<file path="src/rtl/rc3_pkg.sv">
package rc3_pkg;

    localparam int MaxWidthDef = 2048;
    localparam int FracBitsDef = 8;
    localparam int CoefWidthDef = 16;

    localparam int CfgIdxW = 3;
    localparam int CfgDataW = 48;

    typedef enum logic [CfgIdxW-1:0] {
        REG_KROW_BELOW  = 3'd0,
        REG_KROW_CENTER = 3'd1,
        REG_KROW_ABOVE  = 3'd2,
        REG_BIAS        = 3'd3,
        REG_WIDTH       = 3'd4,
        REG_HEIGHT      = 3'd5
    } t_reg_idx;

    localparam logic [47:0] KrowCenterRst = 48'h000001000000;
    localparam logic [11:0] WidthRst = 12'd640;
    localparam logic [15:0] HeightRst = 16'd480;
    localparam logic [7:0] PixMax = 8'd255;

    // handed down the channel-cell chain
    typedef struct packed {
        logic       filt;
        logic       valid;
    } t_cell_ctl;

endpackage

</file>
<file path="src/rtl/rc3_chan_cell.sv">
// One channel of the MAC chain: each stage adds one row (three taps) to the
// partial sum it hands to the next cell. Rounding and clamping follow the
// last cell in the top level.
module rc3_chan_cell #(
    parameter int COEF_WIDTH = rc3_pkg::CoefWidthDef,
    parameter int ACC_W = 32
) (
    input  logic                  i_clk,
    input  logic signed [COEF_WIDTH-1:0] i_k0,
    input  logic signed [COEF_WIDTH-1:0] i_k1,
    input  logic signed [COEF_WIDTH-1:0] i_k2,
    input  logic [7:0]            i_p0,
    input  logic [7:0]            i_p1,
    input  logic [7:0]            i_p2,
    input  logic signed [ACC_W-1:0] i_sum,
    output logic signed [ACC_W-1:0] o_sum
);
    logic signed [ACC_W-1:0] n_sum;
    logic signed [ACC_W-1:0] r_sum;

    always_comb begin
        n_sum = i_sum
            + (ACC_W'(i_k0) * ACC_W'($signed({1'b0, i_p0})))
            + (ACC_W'(i_k1) * ACC_W'($signed({1'b0, i_p1})))
            + (ACC_W'(i_k2) * ACC_W'($signed({1'b0, i_p2})));
    end

    always_ff @(posedge i_clk) begin
        r_sum <= n_sum;
    end

    assign o_sum = r_sum;
endmodule

</file>
<file path="config.mk">
export PLATFORM = sky130hd
export DESIGN_NAME = rc3_chan_cell
export DESIGN_NICKNAME = d
export VERILOG_FILES = /design/src/rtl/rc3_pkg.sv /design/src/rtl/rc3_chan_cell.sv
export SDC_FILE = /design/constraint.sdc
export NUM_CORES = 1
export LEC_CHECK = 0
export BUFFER_PORTS_ARGS = -buffer_cell sky130_fd_sc_hd__buf_4
export CORE_MARGIN = 2
export CORE_UTILIZATION = 54
export CTS_BUF_LIST = sky130_fd_sc_hd__clkbuf_4 sky130_fd_sc_hd__clkbuf_8
export CTS_CLUSTER_DIAMETER = 60
export DETAILED_ROUTE_END_ITERATION = 16
export GPL_ROUTABILITY_DRIVEN = 1
export GPL_TIMING_DRIVEN = 0
export PLACE_DENSITY_LB_ADDON = 0.2
export SLEW_MARGIN = 10
export SYNTH_ARGS = -nofsm -noshare
export SYNTH_HDL_FRONTEND = slang
export SYNTH_SLANG_ARGS = --single-unit
</file>
<file path="constraint.sdc">
create_clock -name i_clk -period 7.6 [get_ports i_clk]
set_input_delay 0.38 -clock i_clk [delete_from_list [all_inputs] [get_ports i_clk]]
set_output_delay 0.38 -clock i_clk [all_outputs]
set_load 0.05 [all_outputs]
</file>
Word level (Yosys, flattened, before mapping)
Index checks and enable logic that the tools add are counted.
Operators by class
  $mul: 3
  add/subtract/negate cells: 3
Operators with widths (number)
  $add 32x25->32: 3
  $mul 16x9->25: 3
Storage, ports and cells
  word-level logic and storage cells: 7
  register bits after elaboration: 32
  input bits: 105

Depth between registers and ports, before layout
  word-level depth: 4
  depth in mapped cells: 26
  depth with buffers taken out: 24

Least setup slack after synthesis
No wires, ideal clock.
  path kind: input to register
  from: input i_p2[0]
  to: register r_sum[30] (netlist: o_sum[30])
  path buffers: 1
  stages on the path: 21
  arrival time: 6.178 ns
  setup slack: 1.302 ns
  required time: 7.480 ns
  path through: clkbuf_1 nand2_1 fa_1 inv_1 fa_1 fa_1 inv_1 fa_1 inv_1 fa_1 inv_1 fa_1 fa_1 inv_1 ha_1 nand2_1 or4b_1 a21o_1 o21ai_1 o221ai_1 xnor2_1
Between the ends
  cells in the longest elaborated chain, start to end: 2
RTL lines
  from (decl): line rc3_chan_cell.sv:14  | input logic [7:0] i_p2,
  $mul 16x9->25: line rc3_chan_cell.sv:25  | + (ACC_W'(i_k2) * ACC_W'($signed({1'b0, i_p2})));
  $add 32x25->32: line rc3_chan_cell.sv:25
  via n_sum[30]: line rc3_chan_cell.sv:18  | logic signed [ACC_W-1:0] n_sum;
  to (signal assigned): line rc3_chan_cell.sv:29  | r_sum <= n_sum;
  to (decl): line rc3_chan_cell.sv:19  | logic signed [ACC_W-1:0] r_sum;
The timed path passes the listed nets, and every way through them passes these cells.

Final worst setup path
Ends and elaborated chain as after synthesis.

==> impl_metrics.tcl <==
set metrics [dict create \
    drt-wirelength-per-cell_um 16.0 \
    rsz0062_at_grt "false" \
    cp.arrival_ns 7.19 \
    cp_max_fo 10 \
    final_area_um2 18500 \
    overflow 0 \
    grt.busiest_layer "met2" \
    netlist.area_leader.share 0.530 \
    placed_area_um2 18400 \
    finalNetCount 2626 \
    tightest_slew_ns 0.620 \
    dieArea_um2 32700 \
    cts_htree_levels 2 \
    diodes 0 \
    use_met2 0.459 \
    die_h_um 181 \
    ys_seq_elements 32 \
    hold_depth 3 \
    numCtsBuffers 5 \
    initial_core_util 0.550 \
    report.final.slew_viol_count 0 \
    max_freq_ghz 0.143 \
    start_kind "input pin" \
    status "completed" \
    drc 0 \
    synth_edf_count 0 \
    grt_pass1_wl_um 62400 \
    netlist_top_cells_count "inv_1 (589), fa_1 (447), and2_1 (239)" \
    yosysMostFrequentCell "inv_1" \
    synthFlopType "dfxtp_1" \
    hold_path_end "o_sum[0]" \
    viasPerCell 5.03 \
    seq_area_frac_synth 0.0380 \
    post-dp-hpwl_um 34000 \
    cts_setup_buffers 0 \
    clock_path_buffers 2 \
    startpoint "i_p2[0]" \
    grt_max_degree 12 \
    port_buffers 134 \
    synth_area_leaders "fa_1 (53%), inv_1 (13%), ha_1 (9.9%)" \
    hold_viol 0 \
    synthArstFlopShare 0 \
    yosys_warnings 0 \
    wirelength_um 37400 \
    grt_util_met1 0.290 \
    worst_hold_path_type "input pin to flop" \
    ys_types 51 \
    cts_tree "built" \
    synthesis.area_um2 16900 \
    clkTransAtPathRegs_ns 0.09 \
    grt_util_met3 0.0308 \
    io_pins 137 \
    synth_top_area_cell "fa_1" \
    largest_reg_flops 32 \
    crit_type "input pin to flop" \
    worstSetupEndpointType "flop" \
    synth_area_per_cell_um2 9.37 \
    synth_nets 2485 \
    fill_cells 2684 \
    synth_cells 1800 \
    areaGrowthSynthToFinish_pct 9.48 \
    required_ns 7.80 \
    fin_crit_sh 0.919 \
    min_period_ns 6.99 \
    place_congestion 0.902 \
    drtIter0Drc 537 \
    first_global_vias 12967 \
    drv_cap 0 \
    num_rows 64 \
    die_width_um 181 \
    drtAntennaViolNets 0 \
    root_buffer "clkbuf_8" \
    min-delay-start "i_sum[0]" \
    slew_headroom 0.587 \
    first_pass_iters 5 \
    cts-hold-fix-buffers 0 \
    layout-drive-gt1-share 0.0829 \
    vias 11752 \
    antenna_found_initial 0 \
    setup_viol 0 \
    fp.coreArea_um2 30700 \
    grt_use_total 0.245 \
    fin_setup_tns_ns 0 \
    cts_sinks 32 \
    cts_resized 0 \
]
-- final cells by class --
class                      count  area, µm²  area share
buffer                        31        121     0.00657
clock buffer                   6       82.6     0.00447
clock inverter                 2       15.0    0.000813
inverter                     589       2210       0.120
multi-input combinational   1148      13900       0.752
sequential                    32        641      0.0347
tap                          396        495      0.0268
timing repair buffer         134       1010      0.0545
-- how the worst max path moves through the flow --
stage | depth (start not counted) | endpoint
after detailed placement | 22 | o_sum[30]
after global placement | 22 | o_sum[30]
after floorplan | 21 | o_sum[30]
after global routing | 23 | o_sum[30]
final | 22 | o_sum[30]
after CTS | 22 | o_sum[30]
-- layer usage --
metal  vias up  wire [µm]  part of all wire
met2       306      20700              0.55
met3        76       1780             0.048
met1      6015      13500              0.36
met5         -          0                 0
li1       5355          -                 -
met4         0       1420             0.038
-- placed cells by master (no fill, tap or decap), types with 2 or more instances in the layout --
| cell type | instances |
|---|---|
| nand3_1 | 6 |
| ha_1 | 133 |
| clkbuf_1 | 26 |
| fa_1 | 447 |
| nand2_1 | 161 |
| a21o_1 | 15 |
| o21ai_0 | 11 |
| inv_1 | 589 |
| clkbuf_8 | 6 |
| dfxtp_1 | 32 |
| nor2b_1 | 3 |
| nor2_1 | 19 |
| xor2_1 | 9 |
| and2_1 | 239 |
| a21oi_1 | 27 |
| a211oi_1 | 2 |
| clkinvlp_4 | 2 |
| o21a_1 | 5 |
| and4_4 | 2 |
| buf_2 | 4 |
| nor3_1 | 3 |
| a21oi_4 | 2 |
| xnor2_1 | 23 |
| a21boi_1 | 2 |
| buf_4 | 134 |
| o21ai_1 | 6 |
| nand2b_1 | 2 |
| and3_1 | 3 |
| nand4_1 | 3 |
| o21bai_1 | 2 |
-- per-stage QoR --
stage / utilization / worst slack [ns] / hold slack [ns] / cells
after detailed placement: 0.599 / 0.325 / 0.751 / 2330
final: 0.602 / 0.613 / 0.416 / 2338
after global routing: 0.602 / 0.233 / 0.409 / 2338
after floorplan: - / 1.30 / 0.620 / 1800
after global placement: 0.599 / 0.356 / 0.730 / 2330
after CTS: 0.602 / 0.637 / 0.406 / 2338
-- worst max-delay path, cell delays in order --
cell and delay (ns):
buf_4 0.13, clkbuf_1 0.42, nand2_1 0.24, fa_1 0.77, inv_1 0.11, fa_1 0.54
fa_1 0.52, inv_1 0.05, fa_1 0.47, inv_1 0.06, fa_1 0.51, inv_1 0.06
fa_1 0.48, fa_1 0.49, inv_1 0.05, ha_1 0.43, nand2_1 0.15, or4b_1 0.49
a21o_1 0.23, o21ai_1 0.27, o221ai_1 0.17, xnor2_1 0.15
-- cell families after synthesis --
family | share of synthesized area
compound gates | 0.0362
xor+xnor | 0.0176
fa+ha+maj | 0.629
buf+inv | 0.138
flops | 0.0380
simple gates | 0.141
Power is not shown: default switching activity piles up to over one toggle a cycle in this logic, so the estimate is an artifact.
